File: config.mk
export PLATFORM = sky130hd
export DESIGN_NAME = npq_min_cell
export DESIGN_NICKNAME = d
export VERILOG_FILES = /design/src/design/npq_pkg.sv /design/src/design/npq_min_cell.sv
export SDC_FILE = /design/constraint.sdc
export NUM_CORES = 1
export LEC_CHECK = 0
export ABC_AREA = 1
export ABC_CLOCK_PERIOD_IN_PS = 11600
export BUFFER_PORTS_ARGS = -buffer_cell sky130_fd_sc_hd__buf_2
export CAP_MARGIN = 20
export CORE_MARGIN = 2
export CORE_UTILIZATION = 63
export CTS_CLUSTER_SIZE = 25
export DETAILED_ROUTE_END_ITERATION = 8
export PLACE_DENSITY = 0.81
export SLEW_MARGIN = 20
export SYNTH_ARGS = -nofsm -noshare
export SYNTH_HDL_FRONTEND = slang
export SYNTH_SLANG_ARGS = --single-unit
export TNS_END_PERCENT = 100
File: constraint.sdc
create_clock -name aclk -period 11.6 [get_ports aclk]
set_input_delay 2.32 -clock aclk [delete_from_list [all_inputs] [get_ports aclk]]
set_output_delay 2.32 -clock aclk [all_outputs]
set_load 0.01 [all_outputs]
File: src/design/npq_pkg.sv
`timescale 1ns / 1ps
`default_nettype none

package npq_pkg;

    localparam int PALETTE_ENTRIES = 16;
    localparam int TABLE_SIZE      = 16;
    localparam int IDX_W           = 4;
    localparam int SUM_W           = 18;
    localparam int DIST_W          = 9;
    localparam int SQRT_STEPS      = 9;
    localparam int NUM_STAGES      = 2 * PALETTE_ENTRIES + SQRT_STEPS + 2;

    typedef struct packed {
        logic [7:0] chan_a;
        logic [7:0] chan_b;
        logic [7:0] chan_c;
    } in_beat_t;

    typedef struct packed {
        logic [IDX_W-1:0]  palette_index;
        logic [7:0]        out_red;
        logic [7:0]        out_green;
        logic [7:0]        out_blue;
        logic [DIST_W-1:0] best_distance;
    } out_beat_t;

    typedef struct packed {
        in_beat_t         pix;
        logic [SUM_W-1:0] min_sum;
    } min_bus_t;

    typedef struct packed {
        in_beat_t         pix;
        logic [SUM_W-1:0] rem;
        logic [SUM_W-1:0] root;
    } sqrt_bus_t;

    typedef struct packed {
        in_beat_t          pix;
        logic [SUM_W-1:0]  thr;
        logic [DIST_W-1:0] root_dist;
        logic              found;
        logic [IDX_W-1:0]  idx;
    } pick_bus_t;

    localparam logic [23:0] PAL_RGB [TABLE_SIZE] = '{
        24'h000000, 24'hFFFFFF, 24'h3A6616, 24'hACA65D,
        24'h814884, 24'hA47266, 24'h403286, 24'hBFB7E9,
        24'h6350A5, 24'h504400, 24'h699646, 24'h505050,
        24'h787878, 24'hE4B2A6, 24'h786ABD, 24'h9F9F9F
    };

    localparam logic [23:0] PAL_YUV [TABLE_SIZE] = '{
        24'h000000, 24'hFF0000, 24'h500000, 24'h9F000B,
        24'h60121D, 24'h800020, 24'h402200, 24'hBF1500,
        24'h602203, 24'h40000E, 24'h800000, 24'h500000,
        24'h780000, 24'hBF0020, 24'h782200, 24'h9F0000
    };

    function automatic logic [15:0] sq_diff(input logic [7:0] a, input logic [7:0] b);
        logic [7:0] d;
        d = (a > b) ? (a - b) : (b - a);
        return 16'(d) * 16'(d);
    endfunction

    function automatic logic [SUM_W-1:0] color_sum(input in_beat_t pix,
                                                   input logic [IDX_W-1:0] entry,
                                                   input logic yuv);
        logic [23:0] row;
        row = yuv ? PAL_YUV[entry] : PAL_RGB[entry];
        return SUM_W'(sq_diff(row[23:16], pix.chan_a))
             + SUM_W'(sq_diff(row[15:8], pix.chan_b))
             + SUM_W'(sq_diff(row[7:0], pix.chan_c));
    endfunction

endpackage

`default_nettype wire

File: src/design/npq_min_cell.sv
`timescale 1ns / 1ps
`default_nettype none

module npq_min_cell (
    input  wire logic                       aclk,
    input  wire logic                       en,
    input  wire logic                       compare_in_yuv,
    input  wire logic [npq_pkg::IDX_W-1:0]  entry,
    input  wire npq_pkg::min_bus_t          bus_in,
    output npq_pkg::min_bus_t               bus_out
);

    npq_pkg::min_bus_t          bus_reg;
    npq_pkg::min_bus_t          bus_next;
    logic [npq_pkg::SUM_W-1:0]  sum;

    always_comb begin
        sum              = npq_pkg::color_sum(bus_in.pix, entry, compare_in_yuv);
        bus_next.pix     = bus_in.pix;
        bus_next.min_sum = (sum < bus_in.min_sum) ? sum : bus_in.min_sum;
    end

    always_ff @(posedge aclk) begin
        if (en) begin
            bus_reg <= bus_next;
        end
    end

    assign bus_out = bus_reg;

endmodule

`default_nettype wire

# Yosys cells after proc, flatten, opt, wreduce, memory -nomap -nowiden
# Memory sizes are Yosys's and may differ from the RTL's.
# Cells that the tools add are included.
[word_totals] input_bits=49 output_inout_bits=42 regBits=42 romBits=768 n_memories=2
[op_classes] mux=9 n_addsub=8 magnitude_cmp=5 multipliers=3 n_bitwise=1
[mem_list] name="(name not given)" depth=16 word_bits=24 read_ports=1 rd_clocked_by_memory_dff=0 write_ports=0 line="npq_pkg.sv:71" rtl="row = yuv ? PAL_YUV[entry] : PAL_RGB[entry];"
[mem_list] name="(name not given)" depth=16 word_bits=24 read_ports=1 rd_clocked_by_memory_dff=0 write_ports=0 line="npq_pkg.sv:71"
[op_table] operator="$mux 24" count=5
[op_table] operator="$mul 8x8->16" count=3
[op_table] operator="$sub 8x8->8" count=6
[op_table] operator="$gt 8x8->1" count=3
[op_table] operator="$mux 8" count=3
[op_table] operator="$add 17x16->18" count=1
[op_table] operator="$lt 18x18->1" count=1
[op_table] operator="$mux 18" count=1
[op_table] operator="$add 16x16->17" count=1
[op_table] operator="$ge 5x5->1 const B" count=1
[op_table] operator="$not 4->5" count=1

# Longest topological paths before layout
# Gate-level depths: netlist of the first run.
[logic_depth] depth_word=12 depth_mapped=54 mapped_depth_nobuf=53

# Worst setup path after synthesis of the first run
# Ideal clock, no wire load.
[synth_path] kind="input port to flip-flop" startpoint="input port entry[0] in the netlist's numbering" endpoint="register bus_reg, in the netlist bus_out[4] (data pin)" cell_stages=46 setup_ps=252 slack_ps=655 required_time_ps=11348 t_arrival_ps=10692 cell_sequence="inv_1 > ha_1 > o21ai_0 > o21ai_0 > nand2_1 > nand2_1 > ha_1 > fa_1 > o21ai_2 > nand2_1 > nand2_2 > nand2_4 > o21ai_0 > nand2_2 > nor2_4 > inv_2 > fa_1 > inv_1 > [10 not listed] > ha_1 > a21oi_1 > nand2_1 > nand3_1 > nand2_1 > nand2_1 > nand2_1 > nand2_1 > nand2_1 > ha_1 > nand2_1 > nor3_1 > nand3b_1 > nand3_1 > inv_1 > buf_2 > nand2_1 > nand2_1"
[synth_lines] element="start: declaration" line="npq_min_cell.sv:8" rtl="input wire logic [npq_pkg::IDX_W-1:0] entry,"
[synth_lines] element="end signal: assignment" line="npq_min_cell.sv:25" rtl="bus_reg <= bus_next;"
[synth_lines] element="end: declaration" line="npq_min_cell.sv:13" rtl="npq_pkg::min_bus_t bus_reg;"

==> results of run 1 <==
[critical path: cells and delay by family]
family                   cells  cell delay (ps)
AO/OA/AOI/OAI                5              800
buffers and inverters        8              830
AND/OR/NAND/NOR             20             2050
adder cells (fa/ha/maj)     12             5240
[metrics by stage]
step	std cells	cell area, um2	hold WS, ps
detailed placement	1794	11900	2516
global placement	1794	11900	2513
finish	1812	12290	2206
floorplan	1453	10940	2419
CTS	1802	12050	2203
global route	1812	12290	2209
[cells in the mapped netlist (8+ instances only)]
cell type  instances
xor2_1            17
nor2_1           122
fa_1             139
a21oi_1           56
nand4_1           12
nand3_1           48
o21ai_0           36
inv_1            358
nand2_2           24
clkbuf_1           8
o21a_1            10
nand2_1          320
edfxtp_1          42
ha_1             152
nand2_4           12
inv_2             17
[routing by layer]
layer	vias up	GRT usage
met3	81	0.03666
met2	275	0.5404
met1	4447	0.3511
met4	0	0.1215
met5	-	0
li1	4656	-
[final cells by class]
class | count | area share
multi-input cells | 1017 | 0.6769
inverters | 378 | 0.1168
flip-flops and latches | 42 | 0.1026
repair buffers | 141 | 0.06863
well taps | 225 | 0.02291
clock buffers | 5 | 0.01018
clock inverters | 3 | 0.001324
repair inverters | 1 | 0.0006109
[logic make-up (layout without fill, tap and decap cells)]
logic type,count (synthesis),in the layout
AO/OA/AOI/OAI,138,138
flip-flops,42,42
adder cells (fa/ha/maj),291,291
buffers and inverters,395,528
AND/OR/NAND/NOR,565,566
XOR/XNOR,22,22
[worst paths after layout]
kind | start | end | slack [ps] | depth (start not counted)
max | entry[0] | bus_out[17] | 400 | 45
min | bus_in[41] | bus_out[41] | 2210 | 1
[what timing repair did]
| item | 4_1_cts | 5_1_grt |
|---|---|---|
| buffers inserted | 0 | 8 |
| setup endpoints to repair | 0 | 18 |
| gates resized for setup | 0 | 49 |
==> summary.txt, run 1 <==
Status = completed
Vias = 9459
RD Place Congestion = 0.9308
Synth area leaders = fa_1 (25%), ha_1 (17%), inv_1 (12%), edfxtp_1 (12%), nand2_1 (11%)
Flops & latches, synth = 42
Clk sinks = 42
Largest net degree at the start of global routing = 43
Routed wl met2 = 13310 um
Max-Slew Margin vs Limit = 0.3404
CP max-delay cell = fa_1
Syn_nets = 1793
Total gr overflow = 0
Compound-Gate Fraction of Synth Area = 0.07585
Post-Syn Area per Cell = 7.527 um2
H-Tree Depth = 2
Fillers = 1381
DRT Pass-1 Iters = 5
Clock Path Buffers = 2
XOR/XNOR Fraction of Synth Area = 0.01762
Routed len/inst = 14.51 um
Total Wirelength = 26290 um
# setup viols final = 0
Place WS = -119.4 ps
Sequential cell area = 1261 um2
Initial Util = 0.6390
Via/cell ratio = 5.220
Synth Area in Simple Gates = 0.2247
Final worst slack = 404.8 ps
Number of distinct library cells after synthesis = 45
Crit path time final = 11200 ps
Max reg flops = 42
Multiplexer share of the synthesized area = 0
Seq/Total Area, Yosys = 0.1153
Die height = 135.8 um
Diode count = 0
Full die area = 18430 um2
Most common cell after layout, fill and taps aside = inv_1
Core Area = 17120 um2
First-iteration detailed-routing DRC count = 422
Drt drc = 0
Final Slew Violations = 0
CTS root buf = clkbuf_16
Adder-cell share of the synthesized area = 0.4283
Die Wd = 135.8 um
Yosys warns = 0
Cts bufs inserted = 5
Worst Path Required = 11660 ps
Post-layout util = 0.7179
Combinational family with the most area after synthesis = adder cells
First-pass GRT wire length = 43190 um
Area of the multi-input gates = 8318 um2
Worst-path clk slew = 70 ps
Final HPWL DP = 22510 um
Crit path top cell by count = nand2_1
# port buffers = 90
Worst setup EP type = flip-flop
Slowest Stage Delay on Critical Path = 560 ps
CTS Hold Buffers Added = 0
Yosys top cell by area = fa_1
Most frequent cells in the layout = inv_1 (355), nand2_1 (317), ha_1 (148)
CTS tree = built
Fmax = 89.32 MHz
Post-synth EDFFs = 42
Crit Path Class = in -> reg
Ys flop type = edfxtp_1
IO Pins = 91
Total track usage = 0.2958
Met3 WL = 1251 um
Highest routing layer actually used = met4
Hold WC Path Type = in -> reg
Post-route ant nets = 0
Critical Path Fanout Max = 8
Final period util = 0.9651
Synth Cell Area = 10940 um2
Initial antenna violation count = 0
Vias in the first global route = 9730
Layout cells sized above 1 = 0.1670
Layout area overhead = 12.36%
Startpoint types = primary input
Met1 wire length = 10670 um
Top-area cell type share of the netlist area = 0.2544
Slew of the pin with the lowest slew margin = 989.4 ps
Asr flop ratio synth = 0
Setup TNS = 0 ps
Worst EP arrival = 11250 ps
Number of max-cap violations = 0
Fin. Hold Viols = 0
Gate Count Post-Synth = 1453
Final #Nets = 1926
Core Rows = 48
Power of run 1 is not shown: default switching activity piles up to over one toggle a cycle in this logic, so the estimate is an artifact.
==> run 2: changes to the inputs <==
- BUFFER_PORTS_ARGS: -buffer_cell sky130_fd_sc_hd__buf_2 -> -buffer_cell sky130_fd_sc_hd__buf_4
==> summary.txt, run 2 (synthesis gave the netlist of run 1 again) <==
Finished Layout Cells = 1804 (was 1812)
Worst setup EP type = flip-flop (unchanged)
RSZ-0062 raised after global routing = yes
Final HPWL DP = 22650 um (was 22510 um)
Fillers = 1350 (was 1381)
Most common cell after layout, fill and taps aside = inv_1 (unchanged)
Total Wirelength = 26710 um (was 26290 um)
H-Tree Depth = 2 (unchanged)
Final worst slack = 451.0 ps (was 404.8 ps)
CTS Hold Buffers Added = 0 (unchanged)
# placed instances = 1783 (was 1794)
Vias in the first global route = 9701 (was 9730)
DRT Pass-1 Iters = 5 (unchanged)
Startpoint types = primary input (unchanged)
Diode count = 0 (unchanged)
Final Slew Violations = 0 (unchanged)
Final period util = 0.9611 (was 0.9651)
Core Area = 17120 um2 (unchanged)
Fin. Hold Viols = 0 (unchanged)
Number of max-cap violations = 0 (unchanged)
Routed len/inst = 14.81 um (was 14.51 um)
First-pass GRT wire length = 43280 um (was 43190 um)
Status = completed (unchanged)
CTS tree = built (unchanged)
CP max-delay cell = fa_1 (unchanged)
Crit Path Class = in -> reg (unchanged)
CTS root buf = clkbuf_16 (unchanged)
First-iteration detailed-routing DRC count = 467 (was 422)
Via/cell ratio = 5.249 (was 5.220)
# port buffers = 90 (unchanged)
Initial Util = 0.6390 (unchanged)
Initial antenna violation count = 0 (unchanged)
Post-layout util = 0.7317 (was 0.7179)
Core Rows = 48 (unchanged)
Crit path top cell by count = nand2_1 (unchanged)
Most frequent cells in the layout = inv_1 (354), nand2_1 (312), ha_1 (143) (was inv_1 (355), nand2_1 (317), ha_1 (148))
Worst Path Required = 11660 ps (about the same)
RD Place Congestion = 0.9466 (was 0.9308)
Clock Path Buffers = 2 (unchanged)
# setup viols final = 0 (unchanged)
Total track usage = 0.2958 (about the same)
Place WS = -191.2 ps (was -119.4 ps)
IO Pins = 91 (unchanged)
Die Wd = 135.8 um (unchanged)
Max reg flops = 42 (unchanged)
Layout cells sized above 1 = 0.1710 (was 0.1670)
Layout area overhead = 14.51% (was 12.36%)
Vias = 9470 (was 9459)
Max-Slew Margin vs Limit = 0.6132 (was 0.3404)
Final #Nets = 1918 (was 1926)
Fmax = 89.69 MHz (was 89.32 MHz)
Full die area = 18430 um2 (unchanged)
Worst-path clk slew = 70 ps (about the same)
Slowest Stage Delay on Critical Path = 550 ps (was 560 ps)
Die height = 135.8 um (unchanged)
Slew of the pin with the lowest slew margin = 580.2 ps (was 989.4 ps)
Worst EP arrival = 11210 ps (was 11250 ps)
Crit path time final = 11150 ps (was 11200 ps)
Total gr overflow = 0 (unchanged)
Hold WC Path Type = in -> reg (unchanged)
Clk sinks = 42 (unchanged)
Critical Path Fanout Max = 7 (was 8)
Post-route ant nets = 0 (unchanged)
Largest net degree at the start of global routing = 43 (unchanged)
Cts bufs inserted = 5 (unchanged)
Drt drc = 0 (unchanged)
## run 2: cell count changes in the layout (fill, tap and decap cells not counted), moves of 3 or more
cell,delta
ha_1,-5
buf_2,-89
a21oi_1,-3
nor2_1,-3
nand2_1,-5
ha_2,+3
buf_4,+82
nand2_2,+3
a21oi_2,+3
## run 2: area by class of cell
class	instances	area, um2	share of cell area
clock buffers	5	125.1	0.009991
clock inverters	3	16.27	0.001299
inverters	378	1431	0.1143
multi-input cells	1017	8394	0.6703
flip-flops and latches	42	1261	0.1007
well taps	225	281.5	0.02248
repair buffers	133	1006	0.08033
repair inverters	1	7.507	0.0005995
## run 2: worst paths after layout
check	start	endpoint	slack, ps	cells past startpoint
worst max-delay path	entry[1]	bus_out[16]	450	49
worst min-delay path	bus_in[41]	bus_out[41]	2210	1
## run 2: per-layer routing
| metal | share of wire | vias up | global-route usage |
|---|---|---|---|
| met5 | 0 | - | 0 |
| met4 | 0.042 | 0 | 0.1215 |
| met3 | 0.055 | 83 | 0.04190 |
| met2 | 0.51 | 319 | 0.5365 |
| met1 | 0.40 | 4423 | 0.3511 |
| li1 | - | 4645 | - |
## run 2: through the flow
stage	setup TNS [ps]	hold slack (ps)	area, um2
after global routing	-906.9	2205	12520
after floorplan	0	2419	10940
after detailed placement	-2814	2511	12050
final	0	2206	12520
after global placement	0	2508	12050
after CTS	0	2204	12190
## run 2: what timing repair did
action	in CTS	in global routing
hold endpoints to repair	0	0
gates resized for setup	0	68
setup endpoints to repair	0	18
buffers inserted	0	11
## run 2: critical path, delay by kind of cell
kind | cells | cell delay (ps)
buffers and inverters | 12 | 1150
AND/OR/NAND/NOR | 21 | 2210
AO/OA/AOI/OAI | 4 | 560
adder cells (fa/ha/maj) | 12 | 4950
Power of run 2 is left out for the same reason.
==> run 3: changes to the inputs <==
- ABC_CLOCK_PERIOD_IN_PS: 11600 -> 12050
- clock period: 11.6 -> 12.05 ns (I/O delays scaled with it)
==> summary.txt, run 3 (synthesis gave the netlist of run 1 again) <==
Clk sinks = 42 (unchanged)
Most common cell after layout, fill and taps aside = inv_1 (unchanged)
Fin. Hold Viols = 0 (unchanged)
Total track usage = 0.2903 (was 0.2958)
Crit path time final = 11510 ps
Final #Nets = 1888 (was 1918)
Diode count = 0 (unchanged)
Vias in the first global route = 9327 (was 9701)
IO Pins = 91 (unchanged)
Final HPWL DP = 22200 um (was 22650 um)
Full die area = 18430 um2 (unchanged)
Drt drc = 0 (unchanged)
DRT Pass-1 Iters = 5 (unchanged)
Clock Path Buffers = 2 (unchanged)
First-iteration detailed-routing DRC count = 431 (was 467)
Worst setup EP type = flip-flop (unchanged)
Slew of the pin with the lowest slew margin = 585.1 ps (was 580.2 ps)
Via/cell ratio = 5.254 (was 5.249)
Routed len/inst = 14.60 um (was 14.81 um)
# setup viols final = 0 (unchanged)
# port buffers = 90 (unchanged)
Cts bufs inserted = 5 (unchanged)
Fmax = 86.87 MHz
Max reg flops = 42 (unchanged)
CP max-delay cell = fa_1 (unchanged)
CTS tree = built (unchanged)
Setup TNS = 0 ps (unchanged)
Total gr overflow = 0 (unchanged)
Core Area = 17120 um2 (unchanged)
Worst EP arrival = 11540 ps (was 11210 ps)
Initial Util = 0.6390 (unchanged)
Vias = 9321 (was 9470)
First-pass GRT wire length = 42410 um (was 43280 um)
Final Slew Violations = 0 (unchanged)
Crit path top cell by count = fa_1 (was nand2_1)
Layout area overhead = 11.11% (was 14.51%)
Core Rows = 48 (unchanged)
Critical Path Fanout Max = 17 (was 7)
Worst-path clk slew = 70 ps (about the same)
Most frequent cells in the layout = inv_1 (356), nand2_1 (320), ha_1 (150) (was inv_1 (354), nand2_1 (312), ha_1 (143))
Die height = 135.8 um (unchanged)
Hold WC Path Type = in -> reg (unchanged)
H-Tree Depth = 2 (unchanged)
Worst Path Required = 12080 ps (was 11660 ps)
Slowest Stage Delay on Critical Path = 570 ps (was 550 ps)
Startpoint types = primary input (unchanged)
Post-route ant nets = 0 (unchanged)
Die Wd = 135.8 um (unchanged)
Final period util = 0.9553
CTS root buf = clkbuf_16 (unchanged)
Number of max-cap violations = 0 (unchanged)
Layout cells sized above 1 = 0.1349 (was 0.1710)
Status = completed (unchanged)
RD Place Congestion = 0.9471 (was 0.9466)
Crit Path Class = in -> reg (unchanged)
Largest net degree at the start of global routing = 43 (unchanged)
Initial antenna violation count = 0 (unchanged)
Total Wirelength = 25910 um (was 26710 um)
CTS Hold Buffers Added = 0 (unchanged)
Max-Slew Margin vs Limit = 0.6099 (was 0.6132)
==> run 3: cell count changes in the layout (fill, tap and decap cells not counted), moves of 5 or more <==
cell     previous run  this run
a21oi_2            10         4
buf_4             131       104
nand2_2            31        23
nor2_2             12         7
nor2_1            114       120
a21oi_1            47        53
nand2_1           312       320
ha_1              143       150
==> run 3: what timing repair did <==
item                       4_1_cts  5_1_grt
setup buffers                    0        3
gates resized for setup          0       27
setup endpoints to repair        0       18
==> run 3: metal layers <==
| metal | wire length [um] | vias up | track usage |
|---|---|---|---|
| li1 | - | 4585 | - |
| met2 | 13390 | 279 | 0.5297 |
| met5 | 0 | - | 0 |
| met4 | 758 | 0 | 0.09259 |
| met3 | 1298 | 55 | 0.03517 |
| met1 | 10470 | 4402 | 0.3569 |
==> run 3: worst max-delay path: cells and delay by family <==
family	cells	cell delay, ps
adder cells (fa/ha/maj)	10	4730
AND/OR/NAND/NOR	16	1780
buffers and inverters	10	1470
AO/OA/AOI/OAI	8	1130
==> run 3: per-stage QoR <==
| stage | cell area, um2 | util | setup slack (ps) | hold WS, ps | cells |
|---|---|---|---|---|---|
| floorplan | 10940 | - | 1015 | 2509 | 1453 |
| global placement | 11890 | 0.6946 | 132.9 | 2598 | 1762 |
| detailed placement | 11890 | 0.6946 | 14.69 | 2602 | 1762 |
| CTS | 12030 | 0.7029 | 323.9 | 2296 | 1770 |
| global route | 12150 | 0.7099 | -34.19 | 2298 | 1774 |
| finish | 12150 | 0.7099 | 538.9 | 2300 | 1774 |
==> run 3: worst paths after layout <==
path	start	cells after the start	end	slack, ps
worst max-delay path	entry[3]	44	bus_out[9]	540
worst min-delay path	bus_in[25]	1	bus_out[25]	2300
==> run 3: layout make-up <==
cell class                 count  area, um2
clock buffer                   5      125.1
clock inverter                 3      16.27
fill                        1458       4965
inverter                     378       1431
multi-input combinational   1016       8248
sequential                    42       1261
tap                          225      281.5
timing repair buffer         104      780.7
timing repair inverter         1      7.507
Power of run 3 is left out for the same reason.
