--- config.mk ---
export PLATFORM = sky130hd
export DESIGN_NAME = npq_pick_cell
export DESIGN_NICKNAME = d
export VERILOG_FILES = /design/src/design/npq_pkg.sv /design/src/design/npq_pick_cell.sv
export SDC_FILE = /design/constraint.sdc
export NUM_CORES = 1
export LEC_CHECK = 0
export BUFFER_PORTS_ARGS = -buffer_cell sky130_fd_sc_hd__buf_2
export CORE_MARGIN = 4
export CORE_UTILIZATION = 35
export DETAILED_ROUTE_END_ITERATION = 12
export HOLD_SLACK_MARGIN = 0.15
export PLACE_DENSITY = 0.56
export SLEW_MARGIN = 40
export SYNTH_ARGS = -nofsm -noshare
export SYNTH_HDL_FRONTEND = slang
export SYNTH_SLANG_ARGS = --single-unit
--- constraint.sdc ---
create_clock -name aclk -period 13.1 [get_ports aclk]
set_input_delay 2.62 -clock aclk [delete_from_list [all_inputs] [get_ports aclk]]
set_output_delay 2.62 -clock aclk [all_outputs]
set_load 0.01 [all_outputs]
--- src/design/npq_pkg.sv ---
`timescale 1ns / 1ps
`default_nettype none

package npq_pkg;

    localparam int PALETTE_ENTRIES = 16;
    localparam int TABLE_SIZE      = 16;
    localparam int IDX_W           = 4;
    localparam int SUM_W           = 18;
    localparam int DIST_W          = 9;
    localparam int SQRT_STEPS      = 9;
    localparam int NUM_STAGES      = 2 * PALETTE_ENTRIES + SQRT_STEPS + 2;

    typedef struct packed {
        logic [7:0] chan_a;
        logic [7:0] chan_b;
        logic [7:0] chan_c;
    } in_beat_t;

    typedef struct packed {
        logic [IDX_W-1:0]  palette_index;
        logic [7:0]        out_red;
        logic [7:0]        out_green;
        logic [7:0]        out_blue;
        logic [DIST_W-1:0] best_distance;
    } out_beat_t;

    typedef struct packed {
        in_beat_t         pix;
        logic [SUM_W-1:0] min_sum;
    } min_bus_t;

    typedef struct packed {
        in_beat_t         pix;
        logic [SUM_W-1:0] rem;
        logic [SUM_W-1:0] root;
    } sqrt_bus_t;

    typedef struct packed {
        in_beat_t          pix;
        logic [SUM_W-1:0]  thr;
        logic [DIST_W-1:0] root_dist;
        logic              found;
        logic [IDX_W-1:0]  idx;
    } pick_bus_t;

    localparam logic [23:0] PAL_RGB [TABLE_SIZE] = '{
        24'h000000, 24'hFFFFFF, 24'h3A6616, 24'hACA65D,
        24'h814884, 24'hA47266, 24'h403286, 24'hBFB7E9,
        24'h6350A5, 24'h504400, 24'h699646, 24'h505050,
        24'h787878, 24'hE4B2A6, 24'h786ABD, 24'h9F9F9F
    };

    localparam logic [23:0] PAL_YUV [TABLE_SIZE] = '{
        24'h000000, 24'hFF0000, 24'h500000, 24'h9F000B,
        24'h60121D, 24'h800020, 24'h402200, 24'hBF1500,
        24'h602203, 24'h40000E, 24'h800000, 24'h500000,
        24'h780000, 24'hBF0020, 24'h782200, 24'h9F0000
    };

    function automatic logic [15:0] sq_diff(input logic [7:0] a, input logic [7:0] b);
        logic [7:0] d;
        d = (a > b) ? (a - b) : (b - a);
        return 16'(d) * 16'(d);
    endfunction

    function automatic logic [SUM_W-1:0] color_sum(input in_beat_t pix,
                                                   input logic [IDX_W-1:0] entry,
                                                   input logic yuv);
        logic [23:0] row;
        row = yuv ? PAL_YUV[entry] : PAL_RGB[entry];
        return SUM_W'(sq_diff(row[23:16], pix.chan_a))
             + SUM_W'(sq_diff(row[15:8], pix.chan_b))
             + SUM_W'(sq_diff(row[7:0], pix.chan_c));
    endfunction

endpackage

`default_nettype wire

--- src/design/npq_pick_cell.sv ---
`timescale 1ns / 1ps
`default_nettype none

module npq_pick_cell (
    input  wire logic                       aclk,
    input  wire logic                       en,
    input  wire logic                       compare_in_yuv,
    input  wire logic [npq_pkg::IDX_W-1:0]  entry,
    input  wire npq_pkg::pick_bus_t         bus_in,
    output npq_pkg::pick_bus_t              bus_out
);

    npq_pkg::pick_bus_t         bus_reg;
    npq_pkg::pick_bus_t         bus_next;
    logic [npq_pkg::SUM_W-1:0]  sum;
    logic                       hit;

    always_comb begin
        sum            = npq_pkg::color_sum(bus_in.pix, entry, compare_in_yuv);
        hit            = !bus_in.found && (sum < bus_in.thr);
        bus_next       = bus_in;
        bus_next.found = bus_in.found | hit;
        bus_next.idx   = hit ? entry : bus_in.idx;
    end

    always_ff @(posedge aclk) begin
        if (en) begin
            bus_reg <= bus_next;
        end
    end

    assign bus_out = bus_reg;

endmodule

`default_nettype wire

### Yosys cells after proc, flatten, opt, wreduce, memory -nomap -nowiden

Memories as Yosys holds them, arrays and structs flattened.
Index checks and enable logic that the tools add are counted.

| storage, ports and cells | value |
|---|---|
| memories kept | 2 |
| bits of input ports | 63 |
| ROM bits | 768 |
| output and inout port bits | 56 |
| latch bits | 0 |
| bits in writable memories | 0 |
| register bits | 56 |

Memories:

| name | depth | width | rd ports | clocked after memory_dff | wr ports | RTL line | text |
|---|---|---|---|---|---|---|---|
| (name not given) | 16 | 24 | 1 | 0 | 0 | npq_pkg.sv:71 | `row = yuv ? PAL_YUV[entry] : PAL_RGB[entry];` |
| (name not given) | 16 | 24 | 1 | 0 | 0 | npq_pkg.sv:71 |  |

| cells by class | value |
|---|---|
| eq/ne operators | 0 |
| order comparisons | 5 |
| shifts and indexed selects | 0 |
| $mul | 3 |
| reductions and logical operators | 2 |
| divide/modulo/power cells | 0 |
| bitwise gates (word level) | 2 |
| add/sub/neg operators | 8 |
| mux-type cells | 9 |

Operators by type and width:

| operator | count |
|---|---|
| two-way mux 24 bit | 5 |
| multiplier 8 x 8 -> 16 bit | 3 |
| subtractor 8 bit | 6 |
| > comparator 8 bit | 3 |
| two-way mux 8 bit | 3 |
| adder 17 x 16 -> 18 bit | 1 |
| < comparator 18 bit | 1 |
| adder 16 x 16 -> 17 bit | 1 |
| greater-or-equal comparator 5 bit, second input constant | 1 |
| inverter 4 -> 5 bit | 1 |
| two-way mux 4 bit | 1 |
| logical AND 1 bit | 1 |
| logical NOT 1 bit | 1 |
| OR 1 bit | 1 |

### Longest topological paths before layout

Gate-level depths: netlist of run 1.

| depth | value |
|---|---|
| depth after elaboration | 13 |
| depth in mapped cells | 45 |

### Worst setup path after synthesis of run 1

OpenSTA, ideal clock, no wires.

| timing path | value |
|---|---|
| kind | input-to-reg |
| start point | in entry[3] (netlist name) |
| end point | reg bus_reg, in the netlist bus_out[1], data pin |
| path buffers | 3 |
| setup time | 260 ps |
| stages on the path | 39 |
| setup slack | -144 ps |
| arrival | 12984 ps |
| cells stage by stage | clkbuf_1 -> clkbuf_1 -> clkbuf_1 -> a21oi_1 -> a21oi_1 -> inv_1 -> ha_1 -> fa_1 -> nor2b_1 -> o21a_4 -> o21ai_4 -> a311oi_4 -> mux2i_1 -> xor2_1 -> nor2_1 -> fa_1 -> inv_1 -> fa_1 -> [3 not listed] -> fa_1 -> fa_1 -> inv_1 -> fa_1 -> inv_1 -> ha_1 -> o21a_1 -> nor2_1 -> a21oi_1 -> nand2b_1 -> or4b_2 -> o311a_1 -> ha_1 -> and3_1 -> a41oi_1 -> nand2_1 -> o41ai_1 -> mux2_2 |

RTL lines:

| element | RTL line | text |
|---|---|---|
| start, declared | npq_pick_cell.sv:8 | `input wire logic [npq_pkg::IDX_W-1:0] entry,` |
| end signal, assigned | npq_pick_cell.sv:28 | `bus_reg <= bus_next;` |
| end, declared | npq_pick_cell.sv:13 | `npq_pkg::pick_bus_t bus_reg;` |

==> metrics.txt, run 1 <==
Fin. Hold Viols=0; first-pass GRT wire length=44300 um; WL final=26900 um; post-synthesis sequential area ratio=15.8%; grt ovf=0; FF+latch count, synth=56; # H-tree levels=2; Crit-path slowest cell=or4b_2; Max Buffers Root-to-Sink=2; fin nets=~1800; Worst Hold Launch=bus_in[5]; GRT Total Usage=about 16%; Synth area leader=fa_1; Yosys top cell area share=between 20% and 30%; IO Count=approximately 120; Cell Area, Synth=0.0107 mm2; Top FF cell, synth=edfxtp_1; synth top area cells=fa_1 26%, ha_1 18%, edfxtp_1 16%, inv_1 9.7%, nor2_1 3.7%; Post-DP HPWL=about 23000 um; # setup viols final=0; top-count cell post-synth=inv_1; number of global-route vias before repair=8956; max reg flops=56; Port-buffer cells=118; max_cap viols=0; clock slew at reported path FFs=around 0.080 ns; Clock Sinks=56; CP Data Required Time=~13 ns; synthesis-to-finish area growth=22.7%; Tmin final=12.60 ns; PnR worst setup slack=0.497 ns; Hold Path Class=in -> reg; hold depth=1; syn_nets=1534; max-slew violation count=0; core box area=0.0298 mm2; Crit. Startpoint=entry[0]; post-route ant nets=0; Core Rows=63; max incr delay on CP=just under 0.6 ns; # DRC=0; routability congestion estimate from global placement=~0.95; Final Cycle Share=96.2%; instance count on the critical path=44; pre-CTS WS=-0.263 ns; share of cells above drive strength 1=a little under a quarter; Peak Freq=79.3 MHz; WS Path Type=in -> reg; pin count of the biggest net entering global routing=57; Ys Warns=0; Synth cell types=66; worst path buffer plus inverter count=10; CTS root buf=clkbuf_16; crit path DAT=approximately 13 ns; DR vias=8599; final setup TNS=0 ns; Initial DRC Count=slightly above 500; antenna violations before repair=0; Die H=182 um; Slew @ Worst Pin=0.802 ns; Top delay family on crit path=adder cells; die width=between 150 and 200 um; most common library cells after synthesis=275 x inv_1, 152 x ha_1, 139 x fa_1; Relative slew margins=46.5%; Startpoint Class=input pin; Syn Area/Cell=around 9 um2; outcome=completed; Initial Util=35.7%; full die area=0.0333 mm2; via/cell ratio=4.74; crit path capture type=flip-flop; Ant. Diodes=0; drt first pass iters=5; Post-synth EDFFs=56; Inserted Clock Buffers=5; Crit path top cell by count=fa_1; asr flop ratio synth=0%; CTS tree=built; synthesized netlist cell count=1180; Routed WL per cell=around 15 um; Crit Path Max Fanout=6
## per-layer routing
layer  wire [um]  GRT usage, %
met5           0             0
met4         393          3.57
met3        1190          1.89
met2       12900          28.7
met1       12400          22.1
## layout by cell type (no fill, tap or decap), types with 4 or more instances in the layout
master / count
a211oi_1: 4
ha_1: 149
a31oi_1: 7
or2_2: 9
o21ai_0: 38
nand2_1: 60
or3_1: 4
nor2b_1: 12
fa_1: 136
xnor2_2: 4
a21oi_1: 60
o22ai_1: 4
nor2_1: 104
and3_1: 4
buf_4: 145
mux2i_2: 4
xnor2_1: 23
mux2_2: 9
xor2_1: 9
nand2b_1: 28
clkbuf_16: 6
o21a_1: 11
nor3_1: 10
mux2i_1: 12
o21bai_1: 4
o211ai_1: 9
inv_1: 274
and2_1: 4
buf_2: 118
a21o_1: 19
nand3_1: 13
edfxtp_1: 56
## worst paths after layout
kind	endpoint	slack [ns]
max	bus_out[3]$_DFFE_PP_	0.50
min	bus_out[5]$_DFFE_PP_	2.47
## stage by stage
step,utilization (%),hold slack (ns),cell area (um2),cells
after global routing,43.8,2.45,13100,1815
after detailed placement,42.6,2.80,12700,1800
after global placement,42.6,2.80,12700,1800
final,43.8,2.47,13100,1815
after floorplan,-,2.72,10700,1180
after CTS,43.1,2.45,12800,1808
## logic make-up after synthesis
| group | share of synthesized area, % |
|---|---|
| and+or+nand+nor | 11.5 |
| DFF | 15.8 |
| buffers and inverters | 10.8 |
| adders and majority gates | 44.0 |
| xor gates and xnor gates | 3.03 |
| AOI/OAI and AO/OA | 12.3 |
| muxes | 2.55 |
## area by class of cell
| cell class | count | area (um2) |
|---|---|---|
| fillers | 2977 | 16700 |
| multi-input cells | 818 | 7970 |
| repair buffers | 266 | 1740 |
| flip-flops and latches | 56 | 1680 |
| inverters | 277 | 1040 |
| well taps | 390 | 488 |
| clock buffers | 5 | 125 |
| clock inverters | 3 | 26.3 |
## what timing repair did
| item | in CTS | in global routing |
|---|---|---|
| resized for setup | 0 | 37 |
| setup endpoints to repair | 0 | 5 |
| hold buffers | 0 | 0 |
| setup buffers | 0 | 6 |
Power of run 1 is not shown: default switching activity piles up to over one toggle a cycle in this logic, so the estimate is an artifact.
==> inputs of run 2 (changes only) <==
--- a/config.mk
+++ b/config.mk
@@ -5,7 +5,7 @@
 export SDC_FILE = /design/constraint.sdc
 export NUM_CORES = 1
 export LEC_CHECK = 0
-export BUFFER_PORTS_ARGS = -buffer_cell sky130_fd_sc_hd__buf_2
+export BUFFER_PORTS_ARGS = -buffer_cell sky130_fd_sc_hd__clkbuf_2
 export CORE_MARGIN = 4
 export CORE_UTILIZATION = 35
 export DETAILED_ROUTE_END_ITERATION = 12
==> run 2 against run 1 <==
Core utilization barely moved. Final cell count rose by 0.17%. Worst setup slack got worse by 0.053 ns. Count of clock-buffer cells in the layout did not move. Cell area barely moved. Largest cell class unchanged. Non-clock buffer count rose by 2. Via count fell by 0.19%. Critical path depth rose by 1. Critical endpoint unchanged. Critical path type unchanged. First-iteration DRC count fell by 8.0%. Global-route usage rose by 0.20 points.
==> metrics.txt, run 2 (synthesis results as in run 1) <==
commonest non-fill, non-tap cell in the layout=inv_1; routability congestion estimate from global placement=0.925 (-2.5%); fillcell total=2963 (-0.47%); Post-DP HPWL=23600 um (+0.97%); synthesis-to-finish area growth=22.8% (about the same); Core Rows=63 (unchanged); pin count of the biggest net entering global routing=57 (unchanged); Routed WL per cell=15.0 um (+1.1%); worst path buffer plus inverter count=10 (unchanged); Top delay family on crit path=adder cells; Die H=182 um (unchanged); Peak Freq=79.0 MHz (-0.42%); clock slew at reported path FFs=0.09 ns (about the same); share of cells above drive strength 1=24.0% (+0.46 points); max_cap viols=0 (unchanged); Max Buffers Root-to-Sink=2 (unchanged); number of global-route vias before repair=8976 (+0.22%); GRT Total Usage=16.7% (+0.20 points); Hold Path Class=in -> reg; CTS root buf=clkbuf_16; most frequent cells in the layout=274 x inv_1, 150 x ha_1, 149 x buf_4, 135 x fa_1, 118 x clkbuf_2; Initial DRC Count=471 (-8.0%); post-route ant nets=0 (unchanged); Clock Sinks=56 (unchanged); WS Path Type=in -> reg; DR vias=8583 (-0.19%); # H-tree levels=2 (unchanged); Fin Hold WS=2.45 ns (-0.0148 ns); grt ovf=0 (unchanged); Inserted Clock Buffers=5 (unchanged); core box area=0.0298 mm2 (unchanged); Startpoint Class=input pin; Finished Core Util=43.9% (about the same); # setup viols final=0 (unchanged); final setup TNS=0 ns (unchanged); Crit path top cell by count=fa_1; Crit Path Max Fanout=4 (-2); drt first pass iters=5 (unchanged); Tmin final=12.66 ns (+0.0528 ns); fin nets=1780 (+0.11%); WL final=27200 um (+1.2%); max-slew violation count=0 (unchanged); Relative slew margins=47.8% (+1.3 points); Initial Util=35.7% (unchanged); IO Count=119 (unchanged); Slew @ Worst Pin=0.783 ns (-0.0194 ns); crit path capture type=flip-flop; # DRC=0 (unchanged); max reg flops=56 (unchanged); die width=182 um (unchanged); via/cell ratio=4.72 (-0.35%); Port-buffer cells=118 (unchanged); CP Data Required Time=13.18 ns (about the same); antenna violations before repair=0 (unchanged); Crit-path slowest cell=or4b_2; CTS tree=built; max incr delay on CP=0.59 ns (about the same); outcome=completed; first-pass GRT wire length=44900 um (+1.2%); full die area=0.0333 mm2 (unchanged); crit path DAT=12.74 ns (+0.06 ns); Fin. Hold Viols=0 (unchanged); Final Cycle Share=96.6% (+0.40 points)
run 2: cell count changes in the layout (fill, tap and decap cells not counted), sizes merged:
cell,previous run,this run
buf,265,150
diode,0,1
clkbuf,6,123
run 2: per-layer routing:
metal  global-route usage [%]  share of wire (%)
met5                        0                  0
met2                     28.7                 48
met1                     22.6                 46
met4                     3.96                1.9
met3                     1.93                4.3
run 2: cell type report:
| class | count | area, um2 | share of cell area, % |
|---|---|---|---|
| clock buffers | 5 | 125 | 0.957 |
| clock inverters | 3 | 26.3 | 0.201 |
| inverters | 277 | 1040 | 7.95 |
| multi-input cells | 818 | 7990 | 61.1 |
| flip-flops and latches | 56 | 1680 | 12.9 |
| repair buffers | 268 | 1720 | 13.2 |
| well taps | 390 | 488 | 3.73 |
| diodes | 1 | 2.50 | 0.0191 |
run 2: through the flow:
step / worst slack, ns / area [um2] / cells
final: 0.445 / 13100 / 1818
after global routing: -0.0494 / 13100 / 1817
after CTS: 0.117 / 12900 / 1811
after detailed placement: -0.285 / 12700 / 1803
after global placement: -0.0463 / 12700 / 1803
after floorplan: 0.0449 / 10700 / 1180
run 2: path summary, 6_finish.rpt:
check | endpoint | start | slack (ns) | cells after the start
setup / recovery | bus_out[3]$_DFFE_PP_ | entry[1] | 0.44 | 45
hold / removal | bus_out[6]$_DFFE_PP_ | bus_in[6] | 2.45 | 1
run 2: timing repair:
item	CTS	global route
pin swaps	0	13
cloned	0	0
gates resized for setup	1	43
endpoints found under the setup margin	1	5
setup buffers	0	6
hold buffers	0	0
Power of run 2 is left out for the same reason.
==> inputs of run 3 (changes only) <==
--- a/config.mk
+++ b/config.mk
@@ -10,7 +10,7 @@
 export CORE_UTILIZATION = 35
 export DETAILED_ROUTE_END_ITERATION = 12
 export HOLD_SLACK_MARGIN = 0.15
-export PLACE_DENSITY = 0.56
+export PLACE_DENSITY = 0.54
 export SLEW_MARGIN = 40
 export SYNTH_ARGS = -nofsm -noshare
 export SYNTH_HDL_FRONTEND = slang
==> constraint.sdc (replaced) <==
create_clock -name aclk -period 11.9 [get_ports aclk]
set_input_delay 2.38 -clock aclk [delete_from_list [all_inputs] [get_ports aclk]]
set_output_delay 2.38 -clock aclk [all_outputs]
set_load 0.01 [all_outputs]
==> run 3 against run 2 <==
The flow now finishes with violations (setup timing). Global-route usage grew 0.57 points. Count of clock-buffer cells in the layout unchanged. Worst hold slack got worse by 0.22 ns. Die area did not move. Sequential share of layout area down 1.6 points. Flip-flop and latch count stayed put. Non-clock buffer count is 134 higher. Worst setup slack worse by 0.47 ns. Critical path type unchanged.
==> metrics.txt, run 3 (synthesis results as in run 1) <==
WS Path Type=in -> reg; Tmin final=11.93 ns; Post-DP HPWL=24800 um (+5.2%); clock slew at reported path FFs=0.09 ns (about the same); fin nets=1914 (+7.5%); pin count of the biggest net entering global routing=57 (unchanged); Routed WL per cell=14.4 um (-3.7%); failing checks=setup timing; Peak Freq=83.8 MHz; Fin. Hold Viols=0 (unchanged); Crit Path Max Fanout=5 (+1); CTS Hold Bufs=0 (unchanged); Initial Util=35.7% (unchanged); max reg flops=56 (unchanged); Crit path top cell by count=fa_1; routability congestion estimate from global placement=0.909 (-1.8%); synthesis-to-finish area growth=39.9%; # DRC=0 (unchanged); grt ovf=0 (unchanged); Slew @ Worst Pin=0.788 ns (+0.00499 ns); antenna violations before repair=0 (unchanged); GRT Total Usage=17.3% (+0.57 points); commonest non-fill, non-tap cell in the layout=buf_4; DR vias=8964 (+4.4%); CTS root buf=clkbuf_16; Port-buffer cells=118 (unchanged); worst path buffer plus inverter count=14 (+4); post-route ant nets=0 (unchanged); outcome=finished, violations left; IO Count=119 (unchanged); # setup viols final=4 (+4); max incr delay on CP=0.54 ns (-0.05 ns); Clock Sinks=56 (unchanged); die width=182 um (unchanged); Max Buffers Root-to-Sink=2 (unchanged); Crit-path slowest cell=fa_1; core box area=0.0298 mm2 (unchanged); Top delay family on crit path=adder cells; RSZ-0062 raised after global routing=true; most frequent cells in the layout=266 x buf_4, 258 x inv_1, 133 x ha_1, 127 x fa_1, 115 x clkbuf_2; Core Rows=63 (unchanged); Inserted Clock Buffers=5 (unchanged); Final Cycle Share=100%; Hold Path Class=in -> reg; Initial DRC Count=336 (-29%); CP Data Required Time=11.96 ns (-1.22 ns); hold depth=1 (unchanged); PnR worst setup slack=-0.0261 ns (-0.471 ns); Relative slew margins=47.5% (-0.33 points); WL final=28100 um (+3.4%); via/cell ratio=4.59 (-2.7%); CTS tree=built; share of cells above drive strength 1=36.6% (+13 points); drt first pass iters=5 (unchanged); Worst Hold Launch=bus_in[13]; Die H=182 um (unchanged); crit path capture type=flip-flop; first-pass GRT wire length=47200 um (+5.2%); Worst Hold End=bus_out[13]$_DFFE_PP_; max_cap viols=0 (unchanged); crit path DAT=11.99 ns (-0.75 ns); max-slew violation count=0 (unchanged); pre-CTS WS=-0.752 ns (-0.467 ns); number of global-route vias before repair=9598 (+6.9%); Startpoint Class=input pin; # H-tree levels=2 (unchanged); Ant. Diodes=0 (-1); full die area=0.0333 mm2 (unchanged)
[run 3: changes by cell type in the layout (fill, tap and decap cells not counted), sizes merged]
cell    delta
buf      +135
clkbuf     -1
clkinv     +1
diode      -1
inv        -1
[run 3: how the worst max path moves through the flow]
stage	startpoint	end	slack, ns	cells past startpoint
after global routing	entry[1]	bus_out[0]$_DFFE_PP_	-0.36	45
after detailed placement	entry[1]	bus_out[3]$_DFFE_PP_	-0.75	45
after floorplan	entry[1]	bus_out[0]$_DFFE_PP_	0.01	41
after global placement	entry[0]	bus_out[0]$_DFFE_PP_	-0.71	43
final	entry[1]	bus_out[3]$_DFFE_PP_	-0.03	46
after CTS	entry[1]	bus_out[3]$_DFFE_PP_	-0.05	44
[run 3: what timing repair did]
action / in CTS / in global routing
setup endpoints to repair: 4 / 5
gates cloned: 0 / 0
buffers inserted: 17 / 13
pin swaps: 51 / 63
resized for setup: 56 / 75
[run 3: area by class of cell]
| cell class | instances | area, um2 |
|---|---|---|
| Sequential cell | 56 | 1680 |
| Fill cell | 2877 | 14900 |
| Clock buffer | 5 | 125 |
| Multi-Input combinational cell | 818 | 8670 |
| Clock inverter | 3 | 26.3 |
| Inverter | 277 | 1050 |
| Tap cell | 390 | 488 |
| Timing Repair Buffer | 402 | 2860 |
[run 3: through the flow]
stage | area, um2 | hold WS [ns] | utilization (%) | TNS (ns) | instances
detailed placement | 13900 | 2.56 | 46.7 | -3.11 | 1915
floorplan | 11000 | 2.48 | - | 0 | 1180
finish | 14900 | 2.23 | 50.0 | -0.0992 | 1951
CTS | 14400 | 2.22 | 48.5 | -0.178 | 1940
global placement | 13900 | 2.56 | 46.7 | -2.92 | 1915
global route | 14900 | 2.22 | 50.0 | -1.44 | 1951
[run 3: per-layer routing]
metal | GRT usage, % | routed length [um] | vias to the layer above | share of wire [%]
li1 | - | - | 4542 | -
met1 | 23.3 | 13000 | 4243 | 46
met2 | 30.2 | 13700 | 157 | 49
met3 | 2.17 | 1110 | 22 | 4.0
met4 | 3.00 | 331 | 0 | 1.2
met5 | 0 | 0 | - | 0
Power of run 3 is left out for the same reason.
